## src/rtl/swbl_pkg.sv

```systemverilog
// Shared types, constants and symbol helpers for the single-wire backlight sender.
// Depends on nothing; every other file imports it.
`timescale 1ns / 1ps

package swbl_pkg;

  localparam int LEVEL_BITS = 5;
  localparam int TIMER_BITS = 13;
  localparam int CFG_W      = 12;
  localparam int POS_BITS   = 5;

  // Address byte, end mark, three fixed bits, the level, then the closing end mark.
  localparam logic [POS_BITS-1:0] SYM_COUNT = POS_BITS'(13 + LEVEL_BITS);

  // Wire reset sequence lengths in ticks.
  localparam logic [TIMER_BITS-1:0] RST_LOW_A = TIMER_BITS'(4000);
  localparam logic [TIMER_BITS-1:0] RST_REL_A = TIMER_BITS'(120);
  localparam logic [TIMER_BITS-1:0] RST_LOW_B = TIMER_BITS'(500);
  localparam logic [TIMER_BITS-1:0] RST_REL_B = TIMER_BITS'(5);

  typedef enum logic [3:0] {
    PH_IDLE    = 4'd0,
    PH_SYM_LOW = 4'd1,
    PH_SYM_REL = 4'd2,
    PH_ACK     = 4'd3,
    PH_GAP     = 4'd4,
    PH_RLOW1   = 4'd5,
    PH_RREL1   = 4'd6,
    PH_RLOW2   = 4'd7,
    PH_RREL2   = 4'd8
  } phase_e;

  typedef enum logic [1:0] {
    MODE_REL  = 2'd0,
    MODE_LOW  = 2'd1,
    MODE_HIGH = 2'd2
  } mode_e;

  typedef enum logic [1:0] {
    SYM_ZERO = 2'd0,
    SYM_ONE  = 2'd1,
    SYM_END  = 2'd2
  } sym_e;

  typedef enum logic [2:0] {
    CFG_DEV_ADDR    = 3'd0,
    CFG_SHORT_TIME  = 3'd1,
    CFG_EXTRA_TIME  = 3'd2,
    CFG_ACK_DELAY   = 3'd3,
    CFG_FRAME_GAP   = 3'd4,
    CFG_RETRY_LIMIT = 3'd5
  } cfg_idx_e;

  typedef struct packed {
    logic                  req_type;
    logic [LEVEL_BITS-1:0] level;
    logic                  line_in;
  } swbl_in_t;

  typedef struct packed {
    logic [1:0] line_mode;
    logic       busy_res;
    logic       acked;
    logic [2:0] failures;
  } swbl_out_t;

  typedef struct packed {
    logic [7:0]  device_address;
    logic [7:0]  short_time;
    logic [7:0]  extra_time;
    logic [7:0]  ack_delay;
    logic [11:0] frame_gap;
    logic [2:0]  retry_limit;
  } cfg_t;

  // Kind of the symbol sent at a given frame position.
  function automatic sym_e symbol_kind(input logic [POS_BITS-1:0]   pos,
                                       input logic [7:0]            addr,
                                       input logic [LEVEL_BITS-1:0] lvl);
    sym_e kind;
    if (pos < POS_BITS'(8)) begin
      kind = addr[3'(7 - int'(pos))] ? SYM_ONE : SYM_ZERO;
    end else if (pos == POS_BITS'(8)) begin
      kind = SYM_END;
    end else if (pos == POS_BITS'(9)) begin
      kind = SYM_ONE;
    end else if (pos < POS_BITS'(12)) begin
      kind = SYM_ZERO;
    end else if (pos < SYM_COUNT - POS_BITS'(1)) begin
      kind = lvl[3'(LEVEL_BITS - 1 - (int'(pos) - 12))] ? SYM_ONE : SYM_ZERO;
    end else begin
      kind = SYM_END;
    end
    return kind;
  endfunction

  // Phase length: base time, plus the extra time when the flag is set.
  function automatic logic [TIMER_BITS-1:0] phase_len(input logic [7:0] short_t,
                                                      input logic [7:0] extra_t,
                                                      input logic       add_extra);
    logic [8:0] base;
    logic [8:0] sum;
    base = (short_t == 8'd0) ? 9'd1 : {1'b0, short_t};
    sum  = base + (add_extra ? {1'b0, extra_t} : 9'd0);
    return TIMER_BITS'(sum);
  endfunction

endpackage

```

## src/rtl/swbl_core.sv

```systemverilog
// Frame sequencer: phase state, timer and retry logic, one tick per accepted request.
// Depends on swbl_pkg for types, phase codes and symbol helpers.
`timescale 1ns / 1ps

module swbl_core import swbl_pkg::*; (
  input  logic      clk_i,
  input  logic      rst_ni,
  input  logic      accept_i,
  input  swbl_in_t  req_i,
  input  cfg_t      cfg_i,
  output swbl_out_t rslt_o
);

  phase_e                ph_q, ph_d;
  logic [TIMER_BITS-1:0] tmr_q, tmr_d;
  logic [POS_BITS-1:0]   bp_q, bp_d;
  logic [2:0]            fail_q, fail_d;
  logic [LEVEL_BITS-1:0] lvl_q, lvl_d;
  mode_e                 mode_q, mode_d;

  logic                  ack;
  logic                  chk_ack;
  logic                  chk_gap;
  logic                  sym_go;
  logic [POS_BITS-1:0]   sym_pos;
  logic [POS_BITS-1:0]   nxt_bp;
  logic [TIMER_BITS-1:0] tmr_dec;
  sym_e                  cur_kind;

  // State registers.
  always_ff @(posedge clk_i or negedge rst_ni) begin
    if (!rst_ni) begin
      ph_q   <= PH_IDLE;
      tmr_q  <= '0;
      bp_q   <= '0;
      fail_q <= '0;
      lvl_q  <= '0;
      mode_q <= MODE_REL;
    end else if (accept_i) begin
      ph_q   <= ph_d;
      tmr_q  <= tmr_d;
      bp_q   <= bp_d;
      fail_q <= fail_d;
      lvl_q  <= lvl_d;
      mode_q <= mode_d;
    end
  end

  assign cur_kind = symbol_kind(bp_q, cfg_i.device_address, lvl_q);
  assign nxt_bp   = bp_q + POS_BITS'(1);
  assign tmr_dec  = (tmr_q != '0) ? tmr_q - TIMER_BITS'(1) : tmr_q;

  // Next state. A phase that ends on this tick hands over at once; a zero-length
  // acknowledge wait or gap is passed in the same tick, so up to three hand-overs chain.
  always_comb begin
    ph_d    = ph_q;
    tmr_d   = tmr_q;
    bp_d    = bp_q;
    fail_d  = fail_q;
    lvl_d   = lvl_q;
    mode_d  = mode_q;
    ack     = 1'b0;
    chk_ack = 1'b0;
    chk_gap = 1'b0;
    sym_go  = 1'b0;
    sym_pos = '0;

    if (req_i.req_type) begin
      // Start request: new level, fresh failure count, first symbol.
      lvl_d  = req_i.level;
      fail_d = '0;
      sym_go = 1'b1;
    end else if (ph_q != PH_IDLE) begin
      tmr_d = tmr_dec;
      if (tmr_dec == '0) begin
        unique case (ph_q)
          PH_SYM_LOW: begin
            ph_d   = PH_SYM_REL;
            tmr_d  = phase_len(cfg_i.short_time, cfg_i.extra_time, cur_kind == SYM_ONE);
            mode_d = MODE_REL;
          end
          PH_SYM_REL: begin
            bp_d = nxt_bp;
            if (nxt_bp < SYM_COUNT) begin
              sym_go  = 1'b1;
              sym_pos = nxt_bp;
            end else begin
              ph_d    = PH_ACK;
              tmr_d   = TIMER_BITS'(cfg_i.ack_delay);
              mode_d  = MODE_REL;
              chk_ack = (cfg_i.ack_delay == 8'd0);
            end
          end
          PH_ACK: chk_ack = 1'b1;
          PH_GAP: chk_gap = 1'b1;
          PH_RLOW1: begin
            ph_d   = PH_RREL1;
            tmr_d  = RST_REL_A;
            mode_d = MODE_REL;
          end
          PH_RREL1: begin
            ph_d   = PH_RLOW2;
            tmr_d  = RST_LOW_B;
            mode_d = MODE_LOW;
          end
          PH_RLOW2: begin
            ph_d   = PH_RREL2;
            tmr_d  = RST_REL_B;
            mode_d = MODE_REL;
          end
          PH_RREL2: sym_go = 1'b1;
          default: begin
            ph_d  = PH_IDLE;
            tmr_d = '0;
          end
        endcase
      end
    end

    // Acknowledge sampling at the end of the wait after a frame.
    if (chk_ack) begin
      if (!req_i.line_in) begin
        ack    = 1'b1;
        ph_d   = PH_IDLE;
        tmr_d  = '0;
        mode_d = MODE_HIGH;
      end else begin
        if (fail_d != 3'd7) begin
          fail_d = fail_d + 3'd1;
        end
        ph_d    = PH_GAP;
        tmr_d   = TIMER_BITS'(cfg_i.frame_gap);
        mode_d  = MODE_REL;
        chk_gap = (cfg_i.frame_gap == 12'd0);
      end
    end

    // End of the gap: resend, after the wire reset sequence once failures pile up.
    if (chk_gap) begin
      if (fail_d >= cfg_i.retry_limit) begin
        ph_d   = PH_RLOW1;
        tmr_d  = RST_LOW_A;
        mode_d = MODE_LOW;
      end else begin
        sym_go = 1'b1;
      end
    end

    // Begin the low phase of a symbol; the low half is long only for a zero bit.
    if (sym_go) begin
      bp_d   = sym_pos;
      ph_d   = PH_SYM_LOW;
      tmr_d  = phase_len(cfg_i.short_time, cfg_i.extra_time,
                         symbol_kind(sym_pos, cfg_i.device_address, lvl_d) == SYM_ZERO);
      mode_d = MODE_LOW;
    end
  end

  // Result of this tick.
  assign rslt_o.line_mode = mode_d;
  assign rslt_o.busy_res  = (ph_d != PH_IDLE);
  assign rslt_o.acked     = ack;
  assign rslt_o.failures  = fail_d;

  // A start request always opens a frame at its first symbol.
  a_start_frame: assert property (@(posedge clk_i) disable iff (!rst_ni)
    accept_i && req_i.req_type |=> ph_q == PH_SYM_LOW && bp_q == '0)
    else $error("start request did not open a frame");

  // Within a request the failure count never drops.
  a_fail_mono: assert property (@(posedge clk_i) disable iff (!rst_ni)
    accept_i && !req_i.req_type |=> fail_q >= $past(fail_q))
    else $error("failure count decreased without a start request");

  // A tick while idle leaves the wire mode alone.
  a_idle_hold: assert property (@(posedge clk_i) disable iff (!rst_ni)
    accept_i && !req_i.req_type && ph_q == PH_IDLE |=> mode_q == $past(mode_q))
    else $error("idle tick changed the line mode");

  // Frame position never runs past the acknowledge slot.
  a_bp_range: assert property (@(posedge clk_i) disable iff (!rst_ni)
    bp_q <= SYM_COUNT)
    else $error("symbol position out of range");

endmodule

```

## src/rtl/single_wire_backlight_sender.sv

```systemverilog
// Top level of the single-wire backlight sender: configuration registers, request
// handshake and result register. Depends on swbl_pkg and swbl_core.
`timescale 1ns / 1ps

//  Channel   Direction  Handshake               Payload
//  in        request    in_valid_i / in_ready_o  in_data_i  (swbl_in_t)
//  out       result     out_valid_o / out_ready_i out_data_o (swbl_out_t)
//  cfg       write      cfg_we_i                 cfg_idx_i, cfg_wdata_i
//
//  One request per clock: the whole tick is worked out combinationally between the
//  phase registers and the result register, and its result shows the next cycle.
//  The request side stalls only while a result is held and the output is stalled.
//  Reset puts the sequencer idle with the wire released and loads default settings.

module single_wire_backlight_sender import swbl_pkg::*; (
  input  logic             clk_i,
  input  logic             rst_ni,
  input  logic             in_valid_i,
  output logic             in_ready_o,
  input  swbl_in_t         in_data_i,
  output logic             out_valid_o,
  input  logic             out_ready_i,
  output swbl_out_t        out_data_o,
  input  logic             cfg_we_i,
  input  logic [2:0]       cfg_idx_i,
  input  logic [CFG_W-1:0] cfg_wdata_i
);

  cfg_t      cfg_q;
  logic      out_valid_q;
  swbl_out_t out_data_q;
  swbl_out_t rslt;
  logic      accept;

  // Configuration registers.
  always_ff @(posedge clk_i or negedge rst_ni) begin
    if (!rst_ni) begin
      cfg_q.device_address <= 8'd88;
      cfg_q.short_time     <= 8'd40;
      cfg_q.extra_time     <= 8'd50;
      cfg_q.ack_delay      <= 8'd10;
      cfg_q.frame_gap      <= 12'd900;
      cfg_q.retry_limit    <= 3'd3;
    end else if (cfg_we_i) begin
      unique case (cfg_idx_e'(cfg_idx_i))
        CFG_DEV_ADDR:    cfg_q.device_address <= cfg_wdata_i[7:0];
        CFG_SHORT_TIME:  cfg_q.short_time     <= cfg_wdata_i[7:0];
        CFG_EXTRA_TIME:  cfg_q.extra_time     <= cfg_wdata_i[7:0];
        CFG_ACK_DELAY:   cfg_q.ack_delay      <= cfg_wdata_i[7:0];
        CFG_FRAME_GAP:   cfg_q.frame_gap      <= cfg_wdata_i[11:0];
        CFG_RETRY_LIMIT: cfg_q.retry_limit    <= cfg_wdata_i[2:0];
        default: ;
      endcase
    end
  end

  // A request is taken whenever the result register is free or being emptied.
  assign in_ready_o = !out_valid_q || out_ready_i;
  assign accept     = in_valid_i && in_ready_o;

  swbl_core u_core (
    .clk_i    (clk_i),
    .rst_ni   (rst_ni),
    .accept_i (accept),
    .req_i    (in_data_i),
    .cfg_i    (cfg_q),
    .rslt_o   (rslt)
  );

  // Result register.
  always_ff @(posedge clk_i or negedge rst_ni) begin
    if (!rst_ni) begin
      out_valid_q <= 1'b0;
    end else if (in_ready_o) begin
      out_valid_q <= in_valid_i;
    end
  end

  always_ff @(posedge clk_i) begin
    if (accept) begin
      out_data_q <= rslt;
    end
  end

  assign out_valid_o = out_valid_q;
  assign out_data_o  = out_data_q;

  // An acknowledged frame leaves the wire driven high and the sequencer idle.
  a_ack_high: assert property (@(posedge clk_i) disable iff (!rst_ni)
    out_valid_o && out_data_o.acked |->
      out_data_o.line_mode == MODE_HIGH && !out_data_o.busy_res)
    else $error("acknowledge without high drive and idle");

endmodule
```

## config.mk

```make
export PLATFORM = sky130hd
export DESIGN_NAME = single_wire_backlight_sender
export DESIGN_NICKNAME = d
export VERILOG_FILES = /design/src/rtl/swbl_pkg.sv /design/src/rtl/swbl_core.sv /design/src/rtl/single_wire_backlight_sender.sv
export SDC_FILE = /design/constraint.sdc
export NUM_CORES = 1
export LEC_CHECK = 0
export ABC_AREA = 1
export ABC_CLOCK_PERIOD_IN_PS = 6400
export BUFFER_PORTS_ARGS = -buffer_cell sky130_fd_sc_hd__clkbuf_2
export CORE_MARGIN = 2
export CORE_UTILIZATION = 45
export CTS_CLUSTER_SIZE = 16
export DETAILED_ROUTE_END_ITERATION = 12
export GPL_ROUTABILITY_DRIVEN = 0
export SETUP_SLACK_MARGIN = 0.5
export SLEW_MARGIN = 30
export SYNTH_ARGS = -nofsm -noshare
export SYNTH_HDL_FRONTEND = slang
export SYNTH_SLANG_ARGS = --single-unit
```

## constraint.sdc

```tcl
create_clock -name clk_i -period 6.4 [get_ports clk_i]
set_input_delay 0.32 -clock clk_i [delete_from_list [all_inputs] [get_ports clk_i]]
set_output_delay 0.32 -clock clk_i [all_outputs]
set_load 0.01 [all_outputs]
```

* Yosys cells after proc, flatten, opt, wreduce, memory -nomap -nowiden
Index checks and enable logic that the tools add are counted.
W data, S select, Z words.
** Word-level totals
- Flip-flop bits (word level) :: 87
- Bits of input ports :: 27
- Output and inout bits :: 9
** Operators by class
- Add/subtract/negate cells :: 11
- Order comparisons :: 12
- Eq/ne operators :: 20
- Muxes and demuxes :: 95
- Reductions and logical operators :: 24
** Operators with widths (count)
- $mux W13 :: 9
- $pmux W13 S6 :: 1
- $mux W5 :: 11
- $mux W2 :: 20
- $mux W4 :: 8
- $mux W1 :: 29
- $mux W8 :: 3
- $pmux W4 S6 :: 1
- $eq A5 B4 Y1 const B :: 4
- $lt A3 B5 Y1 const B :: 4
- $lt A5 B4 Y1 const B :: 4
- $add A9 B9 Y9 :: 2
- $eq A4 B3 Y1 const B :: 4
- $logic_not A8 Y1 :: 2
- $lt A5 B5 Y1 const B :: 3
- $mux W3 :: 5
- $logic_not A13 Y1 :: 1
- $reduce_bool A13 Y1 :: 1
- $sub A13 B1 Y13 const B :: 1
- $bmux W1 S3 :: 4
- $logic_not A12 Y1 :: 1
- $mux W12 :: 1
- $reduce_and A2 Y1 :: 6
- $sub A3 B3 Y3 const A :: 4
- other kinds (24) :: 33

* Logic depth before layout (Yosys ltp)
Gate-level depths: netlist of the first run.
- Word-level depth :: 23
- Gate-level depth with buffers :: 37
- Gate-level depth less buffers :: 36

* By module
A second synthesis of the first run with hierarchy kept.
** Unflattened totals
- Cells, all modules :: 1001
- Area total of the unflattened synthesis :: 6775.2 sq um
** By module, submodules not included
- swbl_core :: instances 1, cells an instance 772, area an instance 4606.9 sq um, seq. area each 800.8 sq um
- single_wire_backlight_sender :: instances 1, cells an instance 229, area an instance 2168.3 sq um, seq. area each 1431.4 sq um

* Least setup slack after synthesis of the first run
No wires, ideal clock.
- Path kind :: reg-to-reg
- Start :: register u_core.bp_q[0]
- End :: register u_core.tmr_q[7]
- Setup time :: 0.117 ns
- Arrival :: 5.055 ns
- Required time :: 6.283 ns
- Path slack :: 1.227 ns
- Stages on the path, launching flop included :: 37
- Clock period less this slack :: 5.173 ns
- Cell sequence :: dfrtp_1 > clkbuf_1 > clkinv_1 > ha_1 > clkbuf_1 > nor2_1 > nand2_1 > nand2_1 > inv_1 > nor2_4 > inv_2 > nor3_4 > nand2_1 > ha_1 > or2_2 > o21ai_1 > inv_1 > nand2_1 > nand2_1 > nand2_1 > nand2_2 > nor2_1 > ha_1 > a21oi_1 > nand2_1 > nand2_1 > inv_1 > or2_2 > a21oi_1 > nor2_1 > o21ai_0 > nand2_1 > xor2_1 > nand3_1 > nand2_1 > nor2_1 > nor2_1
** Between the ends
- Cells in the longest elaborated chain, start to end :: 23
** Ends and longest elaborated chain
- start: declaration :: RTL line swbl_core.sv:16 : logic [POS_BITS-1:0] bp_q, bp_d;
- start signal: assignment :: RTL line swbl_core.sv:42 : bp_q <= bp_d;
- $add A5 B1 Y5 :: RTL line swbl_core.sv:50 : assign nxt_bp = bp_q + POS_BITS'(1);
- $lt A5 B5 Y1 :: RTL line swbl_core.sv:84 : if (nxt_bp < SYM_COUNT) begin
- $mux W5 :: RTL line swbl_core.sv:84
- $mux W5 :: RTL line swbl_core.sv:76 : unique case (ph_q)
- $mux W5 :: RTL line swbl_core.sv:75 : if (tmr_dec == '0) begin
- $mux W5 :: RTL line swbl_core.sv:73 : end else if (ph_q != PH_IDLE) begin
- $mux W5 :: RTL line swbl_core.sv:68 : if (req_i.req_type) begin
- $sub A3 B3 Y3 (2 in series) :: RTL line swbl_pkg.sv:90 : kind = lvl[3'(LEVEL_BITS - 1 - (int'(pos) - 12))] ? SYM_ONE : SYM_ZERO;
- [6 not listed]
- $mux W2 :: RTL line swbl_pkg.sv:85 : end else if (pos == POS_BITS'(9)) begin
- $mux W2 :: RTL line swbl_pkg.sv:83 : end else if (pos == POS_BITS'(8)) begin
- $mux W2 :: RTL line swbl_pkg.sv:81 : if (pos < POS_BITS'(8)) begin
- $mux W2 :: RTL line swbl_core.sv:150 : if (sym_go) begin
- $logic_not A2 Y1 :: RTL line swbl_core.sv:154 : symbol_kind(sym_pos, cfg_i.device_address, lvl_d) == SYM_ZERO);
- $mux W8 :: RTL line swbl_pkg.sv:104 : sum = base + (add_extra ? {1'b0, extra_t} : 9'd0);
- $add A9 B9 Y9 :: RTL line swbl_pkg.sv:104
- $mux W13 (*) :: RTL line swbl_core.sv:150
- end signal: assignment :: RTL line swbl_core.sv:41 : tmr_q <= tmr_d;
- end: declaration :: RTL line swbl_core.sv:15 : logic [TIMER_BITS-1:0] tmr_q, tmr_d;
Every way passes the cells marked *; elsewhere a longest branch is shown, timed or not. The select of a mux whose other input is x is not followed.
A chain may end at the register's enable or synchronous reset.

* Worst setup path after layout of the first run
- Start :: register u_core.tmr_q[0]
- End :: register u_core.tmr_q[7]
** Between the ends
- Cells in the longest elaborated chain, start to end :: 22
** Ends and longest elaborated chain
- $sub A13 B1 Y13 or $reduce_bool A13 Y1 (tied branches) :: RTL line swbl_core.sv:51 : assign tmr_dec = (tmr_q != '0) ? tmr_q - TIMER_BITS'(1) : tmr_q;
- $mux W13 (*) :: RTL line swbl_core.sv:51
- $logic_not A13 Y1 :: RTL line swbl_core.sv:75
- $mux W5 :: RTL line swbl_core.sv:75
- $mux W5 :: RTL line swbl_core.sv:73
- $mux W5 :: RTL line swbl_core.sv:68
- $sub A3 B3 Y3 (2 in series) :: RTL line swbl_pkg.sv:90
- $bmux W1 S3 :: RTL line swbl_pkg.sv:90
- [5 not listed]
- $mux W2 :: RTL line swbl_pkg.sv:85
- $mux W2 :: RTL line swbl_pkg.sv:83
- $mux W2 :: RTL line swbl_pkg.sv:81
- $mux W2 :: RTL line swbl_core.sv:150
- $logic_not A2 Y1 :: RTL line swbl_core.sv:154
- $mux W8 :: RTL line swbl_pkg.sv:104
- $add A9 B9 Y9 :: RTL line swbl_pkg.sv:104
- $mux W13 (*) :: RTL line swbl_core.sv:150
Marks and branches as above.

==> flow_summary.json, run 1 <==
{
  "worstSetupPathType": "flip-flop to flip-flop",
  "cp_slowest_cell": "dfrtp_1",
  "fin_skew_ns": 0.00983,
  "tns_ns": 0,
  "ios": 36,
  "postPlaceCellArea_um2": 6780,
  "syn_nets": 986,
  "ys_warn_count": 0,
  "cts_root_buf": "clkbuf_16",
  "routed_via_density": 5.43,
  "drc_errors": 0,
  "tightest_slew_ns": 0.869,
  "cts.sinks": 87,
  "drt_iter0_drc": 465,
  "yosys_register_bits": 87,
  "maxCapViolations": 0,
  "routed_wl_um": 18900,
  "critPathArrivalTime_ns": 5.51,
  "synth-edff-count": 7,
  "synth_seq_area_share": 0.345,
  "syn_inst": 930,
  "clk_latency_ns": 0.35,
  "post_drt_wl_per_cell_um": 16.5,
  "fillers": 1411,
  "dieArea_um2": 15300,
  "die_x_um": 124,
  "final_max_slew_viol_count": 0,
  "clockBufferDepth": 2,
  "rows": 43,
  "ys.flop_type": "dfrtp_1",
  "setup_violations": 0,
  "final_cell_area_um2": 7170,
  "crit_top_cell": "nand2_1",
  "max_freq_ghz": 0.190,
  "synth_cell_type_count": 51,
  "cp_slowest_stage_delay_ns": 0.45,
  "cts_tree": "done",
  "grt_pass1_vias": 5680,
  "synthArstFlopShare": 0.920,
  "finalHoldViolCount": 0,
  "fin_crit_sh": 0.823,
  "post-dp-hpwl_um": 14600,
  "antenna_found_initial": 0,
  "die_h_um": 124,
  "grt_max_degree": 59,
  "vias": 6200,
  "maxSlewHeadroom": 0.417,
  "total_power_mw": 2.28,
  "start_util": 0.464,
  "rsz0062_at_grt": "no",
  "crit_fanout": 16,
  "avgSynthCellArea_um2": 6.95,
  "layout.nets": 1013,
  "status": "finished clean",
  "coreArea_um2": 13900,
  "fin_crit_ns": 5.27,
  "portBuffers": 35,
  "grt_use_total": 0.265,
  "ir_drop_v": 0.000143,
  "globalRoute.totalOverflow": 0,
  "drive_gt1_frac": 0.138,
  "firstDrtPassIters": 6,
  "crit_path_end_kind": "flip-flop",
  "antenna_cells_inserted": 0,
  "path_clk_slew_ns": 0.07,
  "netlist_area_um2": 6460,
  "grt_pass1_wl_um": 31000,
  "leakage_nw": 3.49,
  "powerDensity_nw_per_um2": 318,
  "ant_nets": 0,
  "hp-class": "primary input to flip-flop",
  "critPathLaunchType": "flip-flop",
  "area_growth_pct": 11.0,
  "htreeDepth": 3,
  "critPathRequiredTime_ns": 6.65,
  "cts_buffers": 9
}
-- through the flow --
stage,setup slack [ns],hold slack (ns),std cells,utilization
6_report,1.13,0.195,1142,0.515
5_1_grt,0.526,0.192,1142,0.515
3_3_place_gp,0.952,0.240,1121,0.486
3_5_place_dp,0.784,0.241,1121,0.486
2_1_floorplan,1.23,0.0244,930,-
4_1_cts,0.760,0.193,1138,0.511
-- synth_stat cells, types with 6 or more instances --
library cell / number / share of area
dfstp_2: 16 / 0.065
nand3_1: 58 / 0.045
nand2_2: 7 / 0.0068
o21ai_0: 96 / 0.074
clkbuf_1: 25 / 0.015
ha_1: 27 / 0.052
nor2_4: 6 / 0.010
edfxtp_1: 7 / 0.033
nand4_1: 17 / 0.016
o22ai_1: 6 / 0.0058
a21oi_1: 43 / 0.033
dfrtp_1: 64 / 0.25
xor2_1: 9 / 0.012
nor3_1: 7 / 0.0054
inv_1: 104 / 0.060
o211ai_1: 6 / 0.0070
or2_2: 6 / 0.0058
nor2_2: 7 / 0.0068
nand2_1: 255 / 0.15
nor2_1: 92 / 0.053
o21ai_1: 7 / 0.0054
nor4_1: 7 / 0.0068
-- layout make-up --
class,count,area (µm²),share of cell area
Tap cell,180,225,0.0314
Multi-Input combinational cell,703,3710,0.517
Sequential cell,87,2230,0.311
Timing Repair Buffer,45,255,0.0356
Inverter,111,420,0.0586
Clock buffer,12,256,0.0358
Clock inverter,4,76.3,0.0106
-- report_power, final --
| group | total [mW] | internal [mW] | switching, mW | leakage [nW] |
|---|---|---|---|---|
| clock | 0.598 | 0.365 | 0.233 | 0.159 |
| combinational | 0.888 | 0.319 | 0.569 | 2.29 |
| sequential | 0.793 | 0.669 | 0.124 | 1.04 |
| total | 2.28 | 1.35 | 0.926 | 3.49 |
-- metal layers --
layer,share of wire,up-vias,GRT usage
met5,0,-,0
met2,0.44,221,0.392
li1,-,3106,-
met4,0.024,0,0.0795
met1,0.48,2845,0.397
met3,0.062,28,0.0417
-- critical path: cells and delay by family (launching register included) --
family | cells | cell delay, ns
buffers and inverters | 3 | 0.25
adder cells (fa/ha/maj) | 3 | 0.78
flip-flops | 1 | 0.45
AND/OR/NAND/NOR | 24 | 2.94
XOR/XNOR | 1 | 0.14
AO/OA/AOI/OAI | 4 | 0.61
-- cell usage in the layout (no fill, tap or decap), types with 3 or more instances in the layout --
| cell | netlist | routed |
|---|---|---|
| dfstp_2 | 16 | 16 |
| a31oi_1 | 3 | 3 |
| nand3_2 | 4 | 4 |
| o31ai_1 | 3 | 3 |
| nand3_1 | 58 | 58 |
| xor2_1 | 9 | 9 |
| nor2_2 | 7 | 8 |
| o22ai_1 | 6 | 6 |
| a21oi_1 | 43 | 42 |
| mux2_2 | 4 | 4 |
| inv_1 | 104 | 103 |
| o211ai_1 | 6 | 6 |
| nor4_1 | 7 | 7 |
| clkinv_1 | 4 | 3 |
| mux2i_1 | 4 | 4 |
| o21ai_0 | 96 | 96 |
| inv_2 | 3 | 4 |
| nand3b_1 | 3 | 3 |
| nor3_1 | 7 | 7 |
| nand2_1 | 255 | 252 |
| clkbuf_2 | 0 | 34 |
| clkbuf_16 | 0 | 9 |
| nand2_4 | 3 | 3 |
| buf_4 | 1 | 10 |
| dfrtp_1 | 64 | 63 |
| nand2_2 | 7 | 10 |
| nor2_4 | 6 | 6 |
| ha_1 | 27 | 25 |
| nor2_1 | 92 | 91 |
| o21ai_1 | 7 | 7 |
| or2_2 | 6 | 6 |
| nand4_1 | 17 | 17 |
| edfxtp_1 | 7 | 7 |
-- flip-flops by register name, indices dropped and copies added, names as in the netlist --
signal / count
u_core.lvl_q: 5
u_core.tmr_q: 13
u_core.mode_q: 2
out_valid_o: 1
u_core.ph_q: 4
u_core.fail_q: 3
cfg_q: 47
out_data_o: 7
u_core.bp_q: 5
-- path summary, 6_finish.rpt --
check                                     start         endpoint  slack, ns  cells past startpoint
worst max-delay path            u_core.tmr_q[0]  u_core.tmr_q[7]       1.13                     35
worst min-delay path            cfg_wdata_i[11]        cfg_q[14]       0.19                      2
worst max register to register  u_core.tmr_q[0]  u_core.tmr_q[7]       1.13                     35
worst min register to register         cfg_q[2]         cfg_q[2]       0.49                      2
max in group asynchronous                rst_ni  u_core.tmr_q[7]       4.95                      3
min in group asynchronous                rst_ni        cfg_q[40]       0.40                      2
-- cell families (layout without fill, tap and decap cells) --
| logic type | count (synthesis) | in the layout | synth area share |
|---|---|---|---|
| AND/OR/NAND/NOR | 482 | 482 | 0.340 |
| AO/OA/AOI/OAI | 174 | 174 | 0.145 |
| buffers and inverters | 140 | 172 | 0.0844 |
| flip-flops | 87 | 87 | 0.345 |
| adder cells (fa/ha/maj) | 29 | 29 | 0.0584 |
| XOR/XNOR | 10 | 10 | 0.0135 |
| multiplexers | 8 | 8 | 0.0132 |
-- repair_timing --
item,in CTS,in global routing
hold endpoints to repair,20,0
hold buffers,1,0
endpoints found under the setup margin,0,4
gates resized for setup,0,10
buffers inserted,0,4
Note: power is estimated with default switching activity, not from simulation.
==> run 2: changes to the inputs <==
--- a/config.mk
+++ b/config.mk
@@ -6,7 +6,7 @@
 export NUM_CORES = 1
 export LEC_CHECK = 0
 export ABC_AREA = 1
-export ABC_CLOCK_PERIOD_IN_PS = 6400
+export ABC_CLOCK_PERIOD_IN_PS = 4830
 export BUFFER_PORTS_ARGS = -buffer_cell sky130_fd_sc_hd__clkbuf_2
 export CORE_MARGIN = 2
 export CORE_UTILIZATION = 45
==> constraint.sdc (replaced) <==
create_clock -name clk_i -period 4.83 [get_ports clk_i]
set_input_delay 0.2415 -clock clk_i [delete_from_list [all_inputs] [get_ports clk_i]]
set_output_delay 0.2415 -clock clk_i [all_outputs]
set_load 0.01 [all_outputs]
==> run 2 against run 1 <==
  * Count of clock-buffer cells in the layout shrank 2
  * Setup slack lost 0.83 ns
  * Non-clock buffer count grew 51
  * Hold slack lost 0.081 ns
  * Clock power grew 29%
  * Global-route usage grew 0.36 points
  * Via count grew 5.5%
  * Critical path depth shrank 1
  * Routed wire length grew 5.3%
  * Critical path type unchanged
==> flow_summary.json, run 2 (synthesis gave the netlist of run 1 again) <==
{
  "die_h_um": 124,
  "leakage_nw": 3.79,
  "crit_buf_inv": 3,
  "regToRegSetupSlack_ns": 0.30,
  "worstSetupPathType": "flip-flop to flip-flop",
  "hold_depth": 2,
  "seqPwrFrac": 0.315,
  "fin_skew_ns": 0.0102,
  "final_util": 0.575,
  "regMostFlops": "cfg_q",
  "antenna_cells_inserted": 0,
  "mostFrequentLayoutCells": "nand2_1, inv_1, o21ai_0, nor2_1, buf_4",
  "cp_slowest_stage_delay_ns": 0.46,
  "dieArea_um2": 15300,
  "start_util": 0.464,
  "grt_max_degree": 60,
  "cp_slowest_cell": "dfrtp_2",
  "rsz0062_at_grt": "yes",
  "crit_top_cell": "nand2_1",
  "die_x_um": 124,
  "p_switching_mw": 1.38,
  "drt_iter0_drc": 497,
  "intPower_mw": 1.95,
  "routed_via_density": 5.48,
  "firstDrtPassIters": 7,
  "grt_pass1_vias": 5785,
  "cts.sinks": 87,
  "coreArea_um2": 13900,
  "r2r_cells": 34,
  "hp-class": "primary input to flip-flop",
  "place_ws_ns": 0.0459,
  "post_drt_wl_per_cell_um": 16.7,
  "globalRoute.totalOverflow": 0,
  "routed_wl_um": 19900,
  "drive_gt1_frac": 0.252,
  "antenna_found_initial": 0,
  "crit_family": "simple AND/OR/NAND/NOR gates",
  "maxCapViolations": 0,
  "critPathRequiredTime_ns": 5.08,
  "cts_tree": "done",
  "worstHoldStart": "cfg_wdata_i[11]",
  "portBuffers": 35,
  "ios": 36,
  "rows": 43,
  "max_freq_ghz": 0.221,
  "switching_share": 0.415,
  "rr_endpoint": "u_core.tmr_q[7]",
  "critPathArrivalTime_ns": 4.78,
  "setup_ws_ns": 0.304,
  "clk_latency_ns": 0.36,
  "tightest_slew_ns": 0.985,
  "crit_fanout": 8,
  "vias": 6541,
  "fin_crit_sh": 0.937,
  "cp-startpoint": "u_core.tmr_q[3]",
  "crit_path_end_kind": "flip-flop",
  "drc_errors": 0,
  "grt_pass1_wl_um": 31000,
  "hold_end": "cfg_q[14]",
  "layout_commonest_cell": "nand2_1",
  "maxSlewHeadroom": 0.338,
  "total_power_mw": 3.33,
  "largest_reg_flops": 47,
  "status": "finished clean",
  "tns_ns": 0,
  "final_max_slew_viol_count": 0,
  "path_clk_slew_ns": 0.07,
  "fin_crit_ns": 4.53,
  "ant_nets": 0,
  "clockBufferDepth": 2,
  "comb_power_share": 0.453,
  "cts_buffers": 9,
  "powerDensity_nw_per_um2": 415,
  "area_growth_pct": 24.0,
  "postPlaceCellArea_um2": 7020,
  "post-dp-hpwl_um": 14800,
  "reg2reg_from": "u_core.tmr_q[3]",
  "htreeDepth": 3,
  "finalHoldViolCount": 0,
  "layout.nets": 1065,
  "ir_drop_v": 0.000263,
  "final_cell_area_um2": 8020,
  "critPathLaunchType": "flip-flop",
  "cts_root_buf": "clkbuf_16",
  "clkPwrFrac": 0.232,
  "setup_violations": 0,
  "grt_use_total": 0.269
}
run 2: cell count changes in the layout (fill, tap and decap cells not counted), moves of 8 or more:
cell	change
buf_4	+49
inv_1	-9
nand2_4	+8
nand2_1	-15
nor2_4	+14
nor2_1	-16
ha_4	+8
run 2: power groups by stage:
stage	clock [mW]	sequential, mW	combinational, mW
2_1_floorplan	0	0.988	0.917
3_3_place_gp	0	1.04	1.21
3_5_place_dp	0	1.04	1.22
4_1_cts	0.787	1.04	1.38
5_1_grt	0.809	1.07	1.67
6_report	0.771	1.05	1.51
run 2: stage by stage:
stage,hold WS [ns],instances
final,0.114,1194
after global routing,0.113,1194
after CTS,0.106,1185
after detailed placement,0.164,1145
after global placement,0.161,1145
after floorplan,-0.0541,930
run 2: layer usage:
metal  vias up  GRT usage  wire [µm]
met5         -          0          0
met4         0      0.116        799
met3        61     0.0499       1150
met2       230      0.396       8590
met1      3029      0.384       9350
li1       3221          -          -
run 2: timing repair:
action,CTS,global route
setup buffers,22,9
pin swaps,25,27
setup endpoints to repair,8,14
cloned,1,0
hold buffers,1,0
gates resized for setup,57,54
hold endpoints to repair,21,0
run 2: area by class of cell:
| cell class | count | area, µm² |
|---|---|---|
| flip-flops and latches | 87 | 2240 |
| repair buffers | 96 | 654 |
| well taps | 180 | 225 |
| inverters | 111 | 434 |
| multi-input cells | 704 | 4140 |
| clock buffers | 10 | 229 |
| clock inverters | 6 | 90.1 |
| fillers | 1337 | 5920 |
run 2: worst max path at each step:
stage	to	slack (ns)	cells past startpoint
4_1_cts	u_core.tmr_q[7]	0.41	35
5_1_grt	u_core.tmr_q[7]	0.06	33
2_1_floorplan	u_core.tmr_q[7]	0.29	36
6_report	u_core.tmr_q[7]	0.30	34
3_3_place_gp	u_core.tmr_q[7]	0.11	33
3_5_place_dp	u_core.tmr_q[7]	0.05	34
==> run 3: changes to the inputs <==
--- a/config.mk
+++ b/config.mk
@@ -6,7 +6,7 @@
 export NUM_CORES = 1
 export LEC_CHECK = 0
 export ABC_AREA = 1
-export ABC_CLOCK_PERIOD_IN_PS = 4830
+export ABC_CLOCK_PERIOD_IN_PS = 4800
 export BUFFER_PORTS_ARGS = -buffer_cell sky130_fd_sc_hd__clkbuf_2
 export CORE_MARGIN = 2
 export CORE_UTILIZATION = 45
==> constraint.sdc (replaced) <==
create_clock -name clk_i -period 4.8 [get_ports clk_i]
set_input_delay 0.24 -clock clk_i [delete_from_list [all_inputs] [get_ports clk_i]]
set_output_delay 0.24 -clock clk_i [all_outputs]
set_load 0.01 [all_outputs]
==> run 3 against run 2 <==
  * Sequential share of layout area down 0.26 points
  * First-iteration DRC count down 3.2%
  * Via count down 0.67%
  * Clock skew up 0.0037 ns
  * Count of clock-buffer cells in the layout up 1
  * Routed wire length down 0.60%
  * Fmax down 0.23%
  * Sequential power about the same
  * Total power about the same
  * Register-to-register slack worse by 0.04 ns
  * Critical path depth down 2
  * Critical endpoint is now u_core.tmr_q[8]
==> flow_summary.json, run 3 (synthesis gave the netlist of run 1 again) <==
{
  "switching_share": 0.415,
  "rows": 43,
  "critPathLaunchType": "flip-flop",
  "leakage_nw": 3.86,
  "seqPwrFrac": 0.319,
  "routed_via_density": 5.39,
  "cts.sinks": 87,
  "drc_errors": 0,
  "powerDensity_nw_per_um2": 411,
  "routed_wl_um": 19800,
  "fin_crit_ns": 4.54,
  "grt_pass1_vias": 5905,
  "layout_commonest_cell": "nand2_1",
  "place_ws_ns": 0.0619,
  "cts_root_buf": "clkbuf_16",
  "cts_buffers": 9,
  "max_freq_ghz": 0.220,
  "portBuffers": 35,
  "setup_violations": 0,
  "final_max_slew_viol_count": 0,
  "finalHoldViolCount": 0,
  "drive_gt1_frac": 0.261,
  "clkPwrFrac": 0.225,
  "start_util": 0.464,
  "worstSetupPathType": "flip-flop to flip-flop",
  "tns_ns": 0,
  "ios": 36,
  "ir_drop_v": 0.000198,
  "met3WireLength_um": 968,
  "ant_nets": 0,
  "crit_path_end_kind": "flip-flop",
  "p_switching_mw": 1.38,
  "antenna_cells_inserted": 0,
  "status": "finished clean",
  "met2_length_um": 8620,
  "firstDrtPassIters": 5,
  "htreeDepth": 3,
  "cp_slowest_stage_delay_ns": 0.47,
  "whs_ns": 0.110,
  "critPathRequiredTime_ns": 5.09,
  "crit_top_cell": "nor2_4",
  "antenna_found_initial": 0,
  "rsz0062_at_grt": "yes",
  "setup_ws_ns": 0.263,
  "post-dp-hpwl_um": 14700,
  "area_growth_pct": 25.2,
  "layout.nets": 1076,
  "vias": 6497,
  "cp_slowest_cell": "dfrtp_2",
  "dieArea_um2": 15300,
  "fin_skew_ns": 0.0138,
  "path_clk_slew_ns": 0.07,
  "post_drt_wl_per_cell_um": 16.4,
  "comb_power_share": 0.456,
  "clk_latency_ns": 0.36,
  "die_h_um": 124,
  "drt_iter0_drc": 481,
  "met1_length_um": 9520,
  "tightest_slew_ns": 0.882,
  "maxSlewHeadroom": 0.408,
  "fin_crit_sh": 0.945,
  "die_x_um": 124,
  "grt_use_total": 0.272,
  "critPathArrivalTime_ns": 4.83,
  "crit_fanout": 7,
  "coreArea_um2": 13900,
  "grt_max_degree": 64,
  "grt_pass1_wl_um": 31500,
  "clockBufferDepth": 2,
  "hp-class": "primary input to flip-flop",
  "cts_tree": "done",
  "routed.top_layer": "met4",
  "intPower_mw": 1.95,
  "mostFrequentLayoutCells": "nand2_1, inv_1, o21ai_0, nor2_1, buf_4",
  "maxCapViolations": 0,
  "globalRoute.totalOverflow": 0,
  "regMostFlops": "cfg_q",
  "largest_reg_flops": 47
}
## run 3: changes by cell type in the layout (fill, tap and decap cells not counted), sizes merged
cell      delta
buf         +11
clkinvlp     +2
bufinv       -1
clkbuf       +1
clkinv       -1
inv          -1
## run 3: metal layers
metal	vias up	global-route usage
met4	0	0.109
met3	41	0.0325
met2	183	0.409
li1	3239	-
met5	-	0
met1	3034	0.396
## run 3: final cells by class
cell class	count	area, µm²
Tap cell	180	225
Clock buffer	11	243
Inverter	111	432
Sequential cell	87	2240
Multi-Input combinational cell	704	4120
Clock inverter	5	65.1
Timing Repair Buffer	107	768
Fill cell	1346	5840
## run 3: power by group through the flow
stage / clock, mW / sequential (mW) / combinational (mW)
5_1_grt: 0.783 / 1.08 / 1.70
4_1_cts: 0.756 / 1.05 / 1.40
6_report: 0.748 / 1.06 / 1.52
2_1_floorplan: 0 / 0.994 / 0.923
3_3_place_gp: 0 / 1.06 / 1.21
3_5_place_dp: 0 / 1.06 / 1.23
## run 3: timing repair
action / CTS / global route
cloned: 1 / 0
pin swaps: 37 / 45
setup buffers: 25 / 11
setup endpoints to repair: 7 / 20
resized for setup: 58 / 50
hold buffers: 1 / 0
hold endpoints to repair: 17 / 0
## run 3: final timing paths
path	slack [ns]	to	from	depth (start not counted)
worst max-delay path	0.26	u_core.tmr_q[8]	u_core.tmr_q[3]	32
worst min-delay path	0.11	cfg_q[11]	cfg_wdata_i[8]	2
worst max register to register	0.26	u_core.tmr_q[8]	u_core.tmr_q[3]	32
worst min register to register	0.48	cfg_q[25]	cfg_q[25]	2
max in group asynchronous	3.38	u_core.tmr_q[5]	rst_ni	3
min in group asynchronous	0.30	u_core.bp_q[4]	rst_ni	2
## run 3: critical path: cells and delay by family (launching register included)
| kind | cells | cell delay (ns) |
|---|---|---|
| AOI/OAI and AO/OA | 5 | 0.59 |
| DFF | 1 | 0.47 |
| and+or+nand+nor | 22 | 2.58 |
| adders and majority gates | 3 | 0.73 |
| buffers and inverters | 2 | 0.08 |
## run 3: metrics by stage
stage	util	instance area, µm²	power (mW)	instances
after detailed placement	0.507	7060	2.28	1151
after global placement	0.506	7060	2.27	1151
after global routing	0.581	8100	3.56	1205
after floorplan	-	6540	1.92	930
after CTS	0.560	7800	3.21	1194
final	0.581	8100	3.33	1205
